File: src/rtl/core/fbr_pkg.sv
// Package: shared types, codes and the CRC-8 step for the framed block receiver.
`timescale 1ns / 1ps
package fbr_pkg;

    localparam logic [7:0] BYTE_START = 8'hE0;
    localparam logic [7:0] BYTE_END   = 8'hE1;
    localparam logic [7:0] BYTE_ACK   = 8'hE2;
    localparam logic [7:0] BYTE_NAK   = 8'hE3;
    localparam logic [7:0] CRC_POLY   = 8'h07;
    localparam logic [7:0] CRC_TOP    = 8'h80;
    localparam logic [7:0] CRC_INIT   = 8'h00;

    localparam logic [1:0] REPLY_NONE = 2'd0;
    localparam logic [1:0] REPLY_ACK  = 2'd1;
    localparam logic [1:0] REPLY_NAK  = 2'd2;

    localparam logic [1:0] EV_NONE    = 2'd0;
    localparam logic [1:0] EV_START   = 2'd1;
    localparam logic [1:0] EV_END     = 2'd2;
    localparam logic [1:0] EV_ABANDON = 2'd3;

    // run = 1: release len buffered bytes; otherwise one result from reply/evt
    typedef struct packed {
        logic       run;
        logic [7:0] len;
        logic [1:0] reply;
        logic [1:0] evt;
        logic [7:0] seq;
    } cmd_t;

    typedef struct packed {
        logic running;
        logic run_done;
    } back_stat_t;

    function automatic logic [7:0] crc8_step(input logic [7:0] crc, input logic [7:0] b);
        logic [7:0] c;
        c = crc ^ b;
        for (int k = 0; k < 8; k++) begin
            if ((c & CRC_TOP) != 8'h00)
                c = {c[6:0], 1'b0} ^ CRC_POLY;
            else
                c = {c[6:0], 1'b0};
        end
        return c;
    endfunction

endpackage

File: src/rtl/core/fbr_ram.sv
// Generic single-write, single-read RAM with registered read data.
`timescale 1ns / 1ps
module fbr_ram #(
    parameter int WIDTH = 8,
    parameter int DEPTH = 64,
    localparam int AW = (DEPTH > 1) ? $clog2(DEPTH) : 1
) (
    input  logic             clk,
    input  logic             we,
    input  logic [AW-1:0]    waddr,
    input  logic [WIDTH-1:0] wdata,
    input  logic             re,
    input  logic [AW-1:0]    raddr,
    output logic [WIDTH-1:0] rdata
);

    logic [WIDTH-1:0] mem_reg [DEPTH];
    logic [WIDTH-1:0] rdata_reg;

    always_ff @(posedge clk)
    begin
        if (we)
            mem_reg[waddr] <= wdata;
        if (re)
            rdata_reg <= mem_reg[raddr];
    end

    assign rdata = rdata_reg;

endmodule

File: src/rtl/core/fbr_cmd_fifo.sv
// Two-entry command queue between the front parser and the back release unit.
`timescale 1ns / 1ps
module fbr_cmd_fifo
    import fbr_pkg::*;
(
    input  logic clk,
    input  logic rst_n,
    input  logic wr_en,
    input  cmd_t wr_cmd,
    output logic full,
    input  logic rd_en,
    output cmd_t rd_cmd,
    output logic empty
);

    cmd_t       entry_reg [2];
    logic       wr_ptr_reg, wr_ptr_next;
    logic       rd_ptr_reg, rd_ptr_next;
    logic [1:0] count_reg, count_next;
    logic       do_wr, do_rd;

    assign full  = (count_reg == 2'd2);
    assign empty = (count_reg == 2'd0);
    assign do_wr = wr_en && !full;
    assign do_rd = rd_en && !empty;
    assign rd_cmd = entry_reg[rd_ptr_reg];

    always_comb
    begin
        wr_ptr_next = do_wr ? ~wr_ptr_reg : wr_ptr_reg;
        rd_ptr_next = do_rd ? ~rd_ptr_reg : rd_ptr_reg;
        count_next  = count_reg;
        if (do_wr && !do_rd)
            count_next = count_reg + 2'd1;
        else if (do_rd && !do_wr)
            count_next = count_reg - 2'd1;
    end

    always_ff @(posedge clk or negedge rst_n)
    begin
        if (!rst_n)
        begin
            wr_ptr_reg <= 1'b0;
            rd_ptr_reg <= 1'b0;
            count_reg  <= 2'd0;
        end
        else
        begin
            wr_ptr_reg <= wr_ptr_next;
            rd_ptr_reg <= rd_ptr_next;
            count_reg  <= count_next;
        end
    end

    always_ff @(posedge clk)
    begin
        if (do_wr)
            entry_reg[wr_ptr_reg] <= wr_cmd;
    end

endmodule

File: src/rtl/core/fbr_front.sv
// Front end: link byte parser, CRC update, payload buffering and command issue.
`timescale 1ns / 1ps
module fbr_front
    import fbr_pkg::*;
#(
    parameter int MAX_BLOCK = 64,
    localparam int AW = (MAX_BLOCK > 1) ? $clog2(MAX_BLOCK) : 1
) (
    input  logic          clk,
    input  logic          rst_n,
    input  logic          push,
    output logic          full,
    input  logic [7:0]    rx_byte,
    input  logic          edge_timeout,
    input  logic          fifo_full,
    input  back_stat_t    back_stat,
    output logic          cmd_push,
    output cmd_t          cmd,
    output logic          ram_we,
    output logic [AW-1:0] ram_waddr,
    output logic [7:0]    ram_wdata
);

    typedef enum logic [3:0] {
        PH_TOP  = 4'b0001,
        PH_LEN  = 4'b0010,
        PH_DATA = 4'b0100,
        PH_CRC  = 4'b1000
    } phase_t;

    phase_t     phase_reg, phase_next;
    logic       in_tx_reg, in_tx_next;
    logic [7:0] seq_reg, seq_next;
    logic [7:0] len_reg, len_next;
    logic [7:0] rcvd_reg, rcvd_next;
    logic [7:0] crc_reg, crc_next;
    logic       ovf_reg, ovf_next;
    logic       pend_reg, pend_next;
    logic       acc;
    logic       is_ctrl;
    logic [7:0] rcvd_inc;

    assign full     = fifo_full || ((phase_reg == PH_DATA) && pend_reg);
    assign acc      = push && !full;
    assign is_ctrl  = (rx_byte == BYTE_START) || (rx_byte == BYTE_END) ||
                      (rx_byte == BYTE_ACK) || (rx_byte == BYTE_NAK);
    assign rcvd_inc = rcvd_reg + 8'd1;

    assign ram_waddr = rcvd_reg[AW-1:0];
    assign ram_wdata = rx_byte;

    always_comb
    begin
        phase_next = phase_reg;
        in_tx_next = in_tx_reg;
        seq_next   = seq_reg;
        len_next   = len_reg;
        rcvd_next  = rcvd_reg;
        crc_next   = crc_reg;
        ovf_next   = ovf_reg;
        cmd_push   = 1'b0;
        cmd        = '{run: 1'b0, len: len_reg, reply: REPLY_NONE, evt: EV_NONE,
                       seq: seq_reg};
        ram_we     = 1'b0;
        if (acc)
        begin
            if (edge_timeout)
            begin
                if (phase_reg != PH_TOP)
                begin
                    phase_next = PH_TOP;
                    cmd_push   = 1'b1;
                    cmd.evt    = EV_ABANDON;
                end
            end
            else
            begin
                unique case (phase_reg)
                    PH_LEN:
                    begin
                        len_next   = rx_byte;
                        rcvd_next  = 8'd0;
                        crc_next   = CRC_INIT;
                        ovf_next   = (rx_byte > 8'(MAX_BLOCK));
                        phase_next = (rx_byte == 8'd0) ? PH_CRC : PH_DATA;
                    end
                    PH_DATA:
                    begin
                        crc_next  = crc8_step(crc_reg, rx_byte);
                        ram_we    = (rcvd_reg < 8'(MAX_BLOCK));
                        rcvd_next = rcvd_inc;
                        if (rcvd_inc == len_reg)
                            phase_next = PH_CRC;
                    end
                    PH_CRC:
                    begin
                        phase_next = PH_TOP;
                        cmd_push   = 1'b1;
                        if ((rx_byte == crc_reg) && !ovf_reg)
                        begin
                            if (len_reg == 8'd0)
                                cmd.reply = REPLY_ACK;
                            else
                                cmd.run = 1'b1;
                        end
                        else
                            cmd.reply = REPLY_NAK;
                    end
                    PH_TOP:
                    begin
                        if (rx_byte == BYTE_START)
                        begin
                            in_tx_next = 1'b1;
                            cmd_push   = 1'b1;
                            cmd.evt    = EV_START;
                            cmd.seq    = 8'd0;
                        end
                        else if (rx_byte == BYTE_END)
                        begin
                            in_tx_next = 1'b0;
                            cmd_push   = 1'b1;
                            cmd.evt    = EV_END;
                            cmd.seq    = 8'd0;
                        end
                        else if (in_tx_reg && !is_ctrl)
                        begin
                            seq_next   = rx_byte;
                            phase_next = PH_LEN;
                        end
                    end
                    default:
                        phase_next = PH_TOP;
                endcase
            end
        end
    end

    // buffer is owned by the back end from issue of a release until its last read
    always_comb
    begin
        pend_next = pend_reg;
        if (back_stat.run_done)
            pend_next = 1'b0;
        if (cmd_push && cmd.run)
            pend_next = 1'b1;
    end

    always_ff @(posedge clk or negedge rst_n)
    begin
        if (!rst_n)
        begin
            phase_reg <= PH_TOP;
            in_tx_reg <= 1'b0;
            seq_reg   <= 8'd0;
            len_reg   <= 8'd0;
            rcvd_reg  <= 8'd0;
            crc_reg   <= CRC_INIT;
            ovf_reg   <= 1'b0;
            pend_reg  <= 1'b0;
        end
        else
        begin
            phase_reg <= phase_next;
            in_tx_reg <= in_tx_next;
            seq_reg   <= seq_next;
            len_reg   <= len_next;
            rcvd_reg  <= rcvd_next;
            crc_reg   <= crc_next;
            ovf_reg   <= ovf_next;
            pend_reg  <= pend_next;
        end
    end

endmodule

File: src/rtl/core/fbr_back.sv
// Back end: turns commands into result items, reading released blocks from the buffer.
`timescale 1ns / 1ps
module fbr_back
    import fbr_pkg::*;
#(
    parameter int MAX_BLOCK = 64,
    localparam int AW = (MAX_BLOCK > 1) ? $clog2(MAX_BLOCK) : 1
) (
    input  logic          clk,
    input  logic          rst_n,
    input  logic          cmd_valid,
    input  cmd_t          cmd,
    output logic          cmd_pop,
    output logic          ram_re,
    output logic [AW-1:0] ram_raddr,
    input  logic [7:0]    ram_rdata,
    output back_stat_t    back_stat,
    output logic          empty,
    input  logic          pop,
    output logic          data_valid,
    output logic [7:0]    payload_byte,
    output logic [1:0]    reply,
    output logic [1:0]    event_res,
    output logic [7:0]    block_seq,
    output logic          last
);

    typedef enum logic [2:0] {
        S_IDLE = 3'b001,
        S_RD   = 3'b010,
        S_WR   = 3'b100
    } state_t;

    state_t     state_reg, state_next;
    logic [7:0] idx_reg, idx_next;
    logic [7:0] len_reg, len_next;
    logic [7:0] seq_reg, seq_next;
    logic       ov_reg, ov_next;
    logic       dv_reg, dv_next;
    logic [7:0] pb_reg, pb_next;
    logic [1:0] rep_reg, rep_next;
    logic [1:0] ev_reg, ev_next;
    logic [7:0] bs_reg, bs_next;
    logic       last_reg, last_next;
    logic       slot_free;
    logic       run_last;

    assign slot_free = !ov_reg || pop;
    assign run_last  = (idx_reg == (len_reg - 8'd1));
    assign ram_raddr = idx_reg[AW-1:0];

    always_comb
    begin
        state_next = state_reg;
        idx_next   = idx_reg;
        len_next   = len_reg;
        seq_next   = seq_reg;
        ov_next    = ov_reg && !pop;
        dv_next    = dv_reg;
        pb_next    = pb_reg;
        rep_next   = rep_reg;
        ev_next    = ev_reg;
        bs_next    = bs_reg;
        last_next  = last_reg;
        cmd_pop    = 1'b0;
        ram_re     = 1'b0;
        back_stat  = '{running: (state_reg != S_IDLE), run_done: 1'b0};
        unique case (state_reg)
            S_IDLE:
            begin
                if (cmd_valid)
                begin
                    if (cmd.run)
                    begin
                        cmd_pop    = 1'b1;
                        idx_next   = 8'd0;
                        len_next   = cmd.len;
                        seq_next   = cmd.seq;
                        state_next = S_RD;
                    end
                    else if (slot_free)
                    begin
                        cmd_pop   = 1'b1;
                        ov_next   = 1'b1;
                        dv_next   = 1'b0;
                        pb_next   = 8'd0;
                        rep_next  = cmd.reply;
                        ev_next   = cmd.evt;
                        bs_next   = cmd.seq;
                        last_next = 1'b1;
                    end
                end
            end
            S_RD:
            begin
                ram_re     = 1'b1;
                state_next = S_WR;
            end
            S_WR:
            begin
                if (slot_free)
                begin
                    ov_next   = 1'b1;
                    dv_next   = 1'b1;
                    pb_next   = ram_rdata;
                    rep_next  = run_last ? REPLY_ACK : REPLY_NONE;
                    ev_next   = EV_NONE;
                    bs_next   = seq_reg;
                    last_next = run_last;
                    if (run_last)
                    begin
                        back_stat.run_done = 1'b1;
                        state_next         = S_IDLE;
                    end
                    else
                    begin
                        idx_next   = idx_reg + 8'd1;
                        state_next = S_RD;
                    end
                end
            end
            default:
                state_next = S_IDLE;
        endcase
    end

    always_ff @(posedge clk or negedge rst_n)
    begin
        if (!rst_n)
        begin
            state_reg <= S_IDLE;
            ov_reg    <= 1'b0;
        end
        else
        begin
            state_reg <= state_next;
            ov_reg    <= ov_next;
        end
    end

    always_ff @(posedge clk)
    begin
        idx_reg  <= idx_next;
        len_reg  <= len_next;
        seq_reg  <= seq_next;
        dv_reg   <= dv_next;
        pb_reg   <= pb_next;
        rep_reg  <= rep_next;
        ev_reg   <= ev_next;
        bs_reg   <= bs_next;
        last_reg <= last_next;
    end

    assign empty        = !ov_reg;
    assign data_valid   = dv_reg;
    assign payload_byte = pb_reg;
    assign reply        = rep_reg;
    assign event_res    = ev_reg;
    assign block_seq    = bs_reg;
    assign last         = last_reg;

endmodule

File: src/rtl/core/framed_block_receiver_crc8.sv
// Top level of the framed block receiver with CRC-8 check.
`timescale 1ns / 1ps
// The front end takes one link byte per cycle while full is low, checks framing,
// updates the CRC-8 (poly 0x07, init 0) and buffers up to MAX_BLOCK payload
// bytes in a RAM. Each event, reply or accepted block goes as a command through
// a two-entry queue to the back end, which hands out result items through a
// one-item output register. A single-result command is loaded straight into it;
// an accepted block goes by a command pop, then a buffer read and an output load
// per byte. While a block is being released the front end holds off bytes in the
// payload phase of the next block (full stays high) until the last buffered byte
// has been read; full is also high while the command queue is full.
module framed_block_receiver_crc8
    import fbr_pkg::*;
#(
    parameter int MAX_BLOCK = 64
) (
    input  logic       clk,
    input  logic       rst_n,
    input  logic       push,
    output logic       full,
    input  logic [7:0] rx_byte,
    input  logic       edge_timeout,
    output logic       empty,
    input  logic       pop,
    output logic       data_valid,
    output logic [7:0] payload_byte,
    output logic [1:0] reply,
    output logic [1:0] event_res,
    output logic [7:0] block_seq,
    output logic       last
);

    localparam int AW = (MAX_BLOCK > 1) ? $clog2(MAX_BLOCK) : 1;

    logic          cmd_push;
    cmd_t          cmd_in;
    cmd_t          cmd_out;
    logic          fifo_full;
    logic          fifo_empty;
    logic          cmd_pop;
    back_stat_t    back_stat;
    logic          ram_we;
    logic [AW-1:0] ram_waddr;
    logic [7:0]    ram_wdata;
    logic          ram_re;
    logic [AW-1:0] ram_raddr;
    logic [7:0]    ram_rdata;

    fbr_front #(
        .MAX_BLOCK (MAX_BLOCK)
    ) u_front (
        .clk          (clk),
        .rst_n        (rst_n),
        .push         (push),
        .full         (full),
        .rx_byte      (rx_byte),
        .edge_timeout (edge_timeout),
        .fifo_full    (fifo_full),
        .back_stat    (back_stat),
        .cmd_push     (cmd_push),
        .cmd          (cmd_in),
        .ram_we       (ram_we),
        .ram_waddr    (ram_waddr),
        .ram_wdata    (ram_wdata)
    );

    fbr_cmd_fifo u_cmdq (
        .clk    (clk),
        .rst_n  (rst_n),
        .wr_en  (cmd_push),
        .wr_cmd (cmd_in),
        .full   (fifo_full),
        .rd_en  (cmd_pop),
        .rd_cmd (cmd_out),
        .empty  (fifo_empty)
    );

    fbr_ram #(
        .WIDTH (8),
        .DEPTH (MAX_BLOCK)
    ) u_buf (
        .clk   (clk),
        .we    (ram_we),
        .waddr (ram_waddr),
        .wdata (ram_wdata),
        .re    (ram_re),
        .raddr (ram_raddr),
        .rdata (ram_rdata)
    );

    fbr_back #(
        .MAX_BLOCK (MAX_BLOCK)
    ) u_back (
        .clk          (clk),
        .rst_n        (rst_n),
        .cmd_valid    (!fifo_empty),
        .cmd          (cmd_out),
        .cmd_pop      (cmd_pop),
        .ram_re       (ram_re),
        .ram_raddr    (ram_raddr),
        .ram_rdata    (ram_rdata),
        .back_stat    (back_stat),
        .empty        (empty),
        .pop          (pop),
        .data_valid   (data_valid),
        .payload_byte (payload_byte),
        .reply        (reply),
        .event_res    (event_res),
        .block_seq    (block_seq),
        .last         (last)
    );

    a_no_push_when_full: assert property (@(posedge clk) disable iff (!rst_n)
        cmd_push |-> !fifo_full)
        else $error("command issued into a full queue");

    a_buf_owned_by_back: assert property (@(posedge clk) disable iff (!rst_n)
        ram_we |-> !back_stat.running)
        else $error("buffer written while a block is being released");

    a_data_item_shape: assert property (@(posedge clk) disable iff (!rst_n)
        (!empty && data_valid) |-> (event_res == EV_NONE && reply != REPLY_NAK))
        else $error("data item carries an event or NAK");

    a_ack_is_last: assert property (@(posedge clk) disable iff (!rst_n)
        (!empty && reply == REPLY_ACK) |-> last)
        else $error("ACK on an item that is not last");

endmodule
File: config.mk
export PLATFORM = sky130hd
export DESIGN_NAME = framed_block_receiver_crc8
export DESIGN_NICKNAME = d
export VERILOG_FILES = /design/src/rtl/core/fbr_pkg.sv /design/src/rtl/core/fbr_ram.sv /design/src/rtl/core/fbr_cmd_fifo.sv /design/src/rtl/core/fbr_front.sv /design/src/rtl/core/fbr_back.sv /design/src/rtl/core/framed_block_receiver_crc8.sv
export SDC_FILE = /design/constraint.sdc
export NUM_CORES = 1
export LEC_CHECK = 0
export BUFFER_PORTS_ARGS = -buffer_cell sky130_fd_sc_hd__buf_2
export CAP_MARGIN = 20
export CORE_UTILIZATION = 39
export CTS_BUF_LIST = sky130_fd_sc_hd__clkbuf_4
export DETAILED_ROUTE_END_ITERATION = 7
export PLACE_DENSITY = 0.56
export SYNTH_ARGS = -nofsm -noshare
export SYNTH_HDL_FRONTEND = slang
export SYNTH_SLANG_ARGS = --single-unit
File: constraint.sdc
create_clock -name clk -period 4.05 [get_ports clk]
set_clock_uncertainty 0.15 [all_clocks]
set_input_delay 0.405 -clock clk [delete_from_list [all_inputs] [get_ports clk]]
set_output_delay 0.405 -clock clk [all_outputs]
set_load 0.01 [all_outputs]
After elaboration in Yosys (flattened, before gate mapping) --
Memory sizes are Yosys's and may differ from the RTL's. A register that Yosys moved wholly into a read port is not among the register bits. Index checks and enable logic that the tools add are counted.
Word-level totals: flip-flop bits (word level) 93, bits in latches 0, bits in writable memories 554, ROM bits 0, input bits 13, output and inout port bits 24, logic and storage cells 240, memories kept 2
Memories:
- u_buf.mem_reg | words 64, bits a word 8, rd ports 1, clocked after memory_dff 1, wr ports 1, line fbr_ram.sv:17 | logic [WIDTH-1:0] mem_reg [DEPTH];
- u_cmdq.entry_reg | words 2, bits a word 21, rd ports 1, clocked after memory_dff 0, wr ports 1, line fbr_cmd_fifo.sv:16 | cmd_t entry_reg [2];
Operators by class: add/sub/neg operators 5, $mul 0, divide/modulo/power cells 0, $lt $le $gt $ge 2, equality and inequality tests 27, shift operators 0, mux-type cells 126, bitwise gates (word level) 15, reduce and logical (&&, ||, !) cells 41
Operators with widths (number):
- $mux 8 | 34
- $pmux 8 s2 | 5
- $mux 1 | 41
- $mux 3 | 11
- $eq 8x8->1 const B | 4
- $mux 2 | 16
- $mux 10 | 3
- $mux 4 | 7
- $eq 8x8->1 | 3
- $not 3->3 | 8
- $add 8x1->8 const B | 2
- $logic_not 8->1 | 2
- $mux 12 | 1
- $pmux 4 s3 | 1
- $reduce_and 3->1 | 4
- $reduce_and 6->1 | 2
- $logic_and 1x1->1 | 10
- $reduce_and 5->1 | 2
- $reduce_bool 2->1 | 5
- $logic_not 1->1 | 9
- $ne 3x3->1 const B | 3
- $pmux 3 s3 | 1
- $gt 8x7->1 const B | 1
- $lt 8x7->1 const B | 1
- other kinds (22) | 40

Logic depth before layout (Yosys ltp) --
word-level depth 39, depth in mapped cells 10, gate-level depth less buffers 9

Cells and area by module --
A second synthesis with hierarchy kept.
Unflattened totals: cells, all modules 1488, area total of the unflattened synthesis 26741.9 um2
Modules (own cells, without submodules):
- fbr_ram | times used 1, cells each 972, area each 20270.7 um2, sequential area each 15615.0 um2
- fbr_front | times used 1, cells each 249, area each 2432.3 um2, sequential area each 977.2 um2
- fbr_back | times used 1, cells each 182, area each 2244.7 um2, sequential area each 1482.7 um2
- fbr_cmd_fifo | times used 1, cells each 84, area each 1790.5 um2, sequential area each 1361.3 um2
- framed_block_receiver_crc8 | times used 1, cells each 1, area each 3.8 um2, sequential area each 0.0 um2

Worst setup path after synthesis --
OpenSTA, ideal clock, no wires.
kind register to register, from reg u_cmdq.rd_ptr_reg, to reg u_back.idx_reg[0] (enable), setup time 316 ps, data arrival time 2847 ps, required time 3584 ps, slack 737 ps, stages on the path, launching flop included 5, path buffers 1, period minus slack after synthesis 3313 ps, path through dfrtp_1 > clkbuf_1 > mux2i_1 > nor4_1 > a31o_2
On the way: longest elaborated chain between the ends 3
Ends and longest elaborated chain:
- start: declaration | line fbr_cmd_fifo.sv:18 | logic rd_ptr_reg, rd_ptr_next;
- start signal: assignment | line fbr_cmd_fifo.sv:50 | rd_ptr_reg <= rd_ptr_next;
- $mem_v2 2x21
- $ne 2x2->1 (no line)
- $reduce_and 5->1 (no line)
- end signal: assignment | line fbr_back.sv:143 | idx_reg <= idx_next;
- end: declaration | line fbr_back.sv:35 | logic [7:0] idx_reg, idx_next;
No other way between the ends. A chain may end at the register's enable or synchronous reset.

Worst setup path in the final report --
from reg u_cmdq.count_reg[1], to mem u_buf.mem_reg[39][2] (enable)
On the way: longest elaborated chain between the ends 7
Ends and longest elaborated chain:
- start: declaration | line fbr_cmd_fifo.sv:19 | logic [1:0] count_reg, count_next;
- start signal: assignment | line fbr_cmd_fifo.sv:51 | count_reg <= count_next;
- $eq 2x2->1 | line fbr_cmd_fifo.sv:22 | assign full = (count_reg == 2'd2);
- $logic_or 1x1->1 | line fbr_front.sv:43 | assign full = fifo_full || ((phase_reg == PH_DATA) && pend_reg);
- $logic_not 1->1 | line fbr_front.sv:44 | assign acc = push && !full;
- $logic_and 1x1->1 | line fbr_front.sv:44
- $mux 1 | line fbr_front.sv:65 | if (acc)
- $mux 1 | line fbr_ram.sv:22 | if (we)
- $mux 1 (not written as such) | line fbr_ram.sv:23 | mem_reg[waddr] <= wdata;
- end: declaration | line fbr_ram.sv:17
No other way between the ends.

==> impl_results.md <==
* Signed area change from the synthesized netlist to the final layout at 13.9%
* Number of max-slew violations in the final report at 0
* Number of synthesized flops with an enable pin at 608
* Maximum fanout count along the critical path at 9
* Hold slack final at 210 ps
* Source-to-sink clock delay at the later pin of the worst-skew pair at 1010 ps
* Post-detailed-routing wire length at 65.4 mm
* Number of iterations in the first detailed-routing pass at 5
* Reported max-cap violation count at 0
* Ordered list of cells on the worst path: or2b_2, nand3_4, or2_1, or4_1, nor2_1
* Min setup slack post-route at 801 ps
* Total routing usage reported by global routing at 19.4%
* VDD IR-drop max at 0.282 mV
* Type of origin of the critical path: flip-flop
* CTS Buf Count at 167
* Number of flip-flops under the largest register name at 512
* Pin count of the biggest net entering global routing at 70
* Total standard cell area after synthesis at 26500 um2
* Critical path's top delay family: simple AND/OR/NAND/NOR gates
* Count leader, synth: sky130_fd_sc_hd__edfxtp_1
* Slowest Stage Delay on Critical Path at 860 ps
* Post-synth top flop: sky130_fd_sc_hd__edfxtp_1
* Sum of buffers and inverters on the critical path at 0
* Clock Path Buffers at 3
* Post-CTS resize count at 0
* Fin crit share at 80.2%
* Placer congestion estimate at 0.842
* Endpoints failing hold at 0
* Sequential cell area fraction in the yosys report at 73.4%
* Port Buffers at 36
* Number of placed I/O pins at 37
* Net switching power at 4.92 mW
* Vias at 14363
* Worst-margin pin slew at 1010 ps
* Run status: finished clean
* Synth warn at 0
* Post-CTS Hold Fix Bufs at 14
* Switching fraction of total power at 28.8%
* HP Class: input pin to flip-flop
* Vias in the first global route at 14822
* Average wire length per cell after detail routing at 24.6 um
* Mean instance size in the synthesized netlist at 18.1 um2
* Total half-perimeter wirelength after legalization and detailed placement at 40.8 mm
* Int Pwr at 12.2 mW
* Wire length of the first global-routing pass at 97.6 mm
* Fraction of synthesized cell area taken by the top area cell type at 69.0%
* Final number of setup-violating endpoints at 0
* List of most frequent post-synthesis cells: 608 x sky130_fd_sc_hd__edfxtp_1, 108 x sky130_fd_sc_hd__mux4_2, 100 x sky130_fd_sc_hd__nor2_1
* Count of standard-cell rows at 95
* Power density over the cells at 567 nW/um2
* Pleak at 10.3 nW
* Sequential Power Share at 46.5%
* Buffers inserted during post-CTS setup optimization at 0
* Total cell area at the placement stage at 27900 um2
* CTS H-tree lvls at 4
* Die Footprint at 68900 um2
* Post-route cell area at 30100 um2
* Clock network fraction of design power at 32.5%
* Element type at the critical path end: flip-flop
* Category of the critical setup timing path: flip-flop to flip-flop
* Critical path data required time at 4510 ps
* FFs w/ async S/R, synth at 7.18%
* Placeable Area at 67200 um2
* Worst-path clk slew at 70 ps
* CTS root buf: sky130_fd_sc_hd__clkbuf_4
* Clock Sinks at 655
* Post-route total power at 17.1 mW
* Clock tree from TritonCTS: built
* Height of the die at 262 um
* Die Width at 262 um
* Top area cells in the synthesized netlist: sky130_fd_sc_hd__edfxtp_1 69%, sky130_fd_sc_hd__mux4_2 9.2%, sky130_fd_sc_hd__dfrtp_1 4.3%
* Initial Util at 39.4%
* Synthesized flop and latch total at 655
* Count of fill cells added during filler insertion at 5786
* Logic pwr share at 21.0%
* Number of nets in the final layout at 1678
* Share of final-layout standard cells stronger than drive strength 1 at 29.5%
* Final critical-path required period at 3250 ps
* Number of instances in the synthesized netlist at 1460
* DRT iter0 DRCs at 1328
* Flop2flop setup slack at 800 ps
* Maximum operating frequency at 308 MHz
* Largest area contributor in the synthesized netlist: sky130_fd_sc_hd__edfxtp_1
* Remaining design rule violation count at 0
* Residual overflow from global routing at 0
* Max_slew headroom at 32.6%
* Count of cell types in the netlist at 76
* Via density at 5.41
* Number of nets produced by synthesis at 1480
* Data arrival at the endpoint of the critical path at 3710 ps
* Initial antenna violation count at 1
* TNS Setup at 0 ps
* RSZ-0062 raised after global routing: false
* Pre-CTS worst setup slack at 665 ps
* Routed Antenna Nets at 0
* Crit-path slowest cell: sky130_fd_sc_hd__or4_1
[logic make-up after synthesis]
logic type / Yosys count / share of synthesized area, %
fa+ha+maj: 7 / 0.331
flops: 655 / 73.4
buf+inv: 92 / 1.60
xor+xnor: 46 / 1.57
compound gates: 175 / 4.52
mux: 205 / 13.1
simple gates: 280 / 5.47
[worst paths after layout]
kind / from / to / depth (start not counted)
max: u_cmdq.count_reg[1] / u_buf.mem_reg[39][2] / 5
max in group asynchronous: rst_n / u_front.crc_reg[0] / 4
min reg2reg: u_cmdq.count_reg[1] / u_cmdq.count_reg[1] / 1
min: pop / u_back.ov_reg / 4
max reg2reg: u_cmdq.count_reg[1] / u_buf.mem_reg[39][2] / 5
min in group asynchronous: rst_n / u_front.len_reg[0] / 4
[layer usage]
metal  part of all wire [%]  GRT usage, %
met1                     44          26.8
met4                    2.2          6.80
met5                      0             0
met3                    6.8          4.83
met2                     47          30.0
[cell type report]
type	count	area, um2	share of cell area (%)
sequential	655	19400	64.5
clock inverter	61	368	1.22
multi-input combinational	713	6630	22.0
antenna	3	7.51	0.0249
timing repair buffer	104	796	2.64
tap	873	1090	3.63
clock buffer	231	1730	5.76
inverter	17	63.8	0.212
[per-stage QoR]
step	cells	util (%)
2_1_floorplan	1460	-
3_3_place_gp	2347	41.5
3_5_place_dp	2347	41.5
4_1_cts	2653	44.8
5_1_grt	2655	44.9
6_report	2657	44.9
[placed cells by master (no fill, tap or decap), drive strengths merged, types with 5 or more instances in the layout]
master and n:
clkbuf 231, nor4 6, or2 7, a21oi 43
mux4 108, a211oi 7, and3 6, inv 21
edfxtp 608, a22o 8, nand2 45, nand3 18
nor2 100, a211o 5, o21ai 29, dlygate4sd3 14
mux2 44, xnor2 28, nor3b 5, buf 90
or3 5, o221ai 5, ha 7, nor3 18
xor2 17, and2 25, o211ai 10, nor2b 15
a22oi 41, mux2i 53, dfrtp 45, clkinv 49
nand4 5
[tightest hold or removal path, delay by kind of cell]
family | cells | cell delay (ps)
AND/OR/NAND/NOR | 2 | 280
buffers and inverters | 2 | 620
[power by group through the flow]
stage          logic (mW)  registers (mW)  clock network (mW)
3_5_place_dp         3.59            8.09                   0
4_1_cts              3.61            7.95                5.73
6_report             3.59            7.94                5.56
2_1_floorplan        2.38            8.07                   0
3_3_place_gp         3.56            8.08                   0
5_1_grt              3.83            7.97                6.07
(Power assumes the default switching activity.)
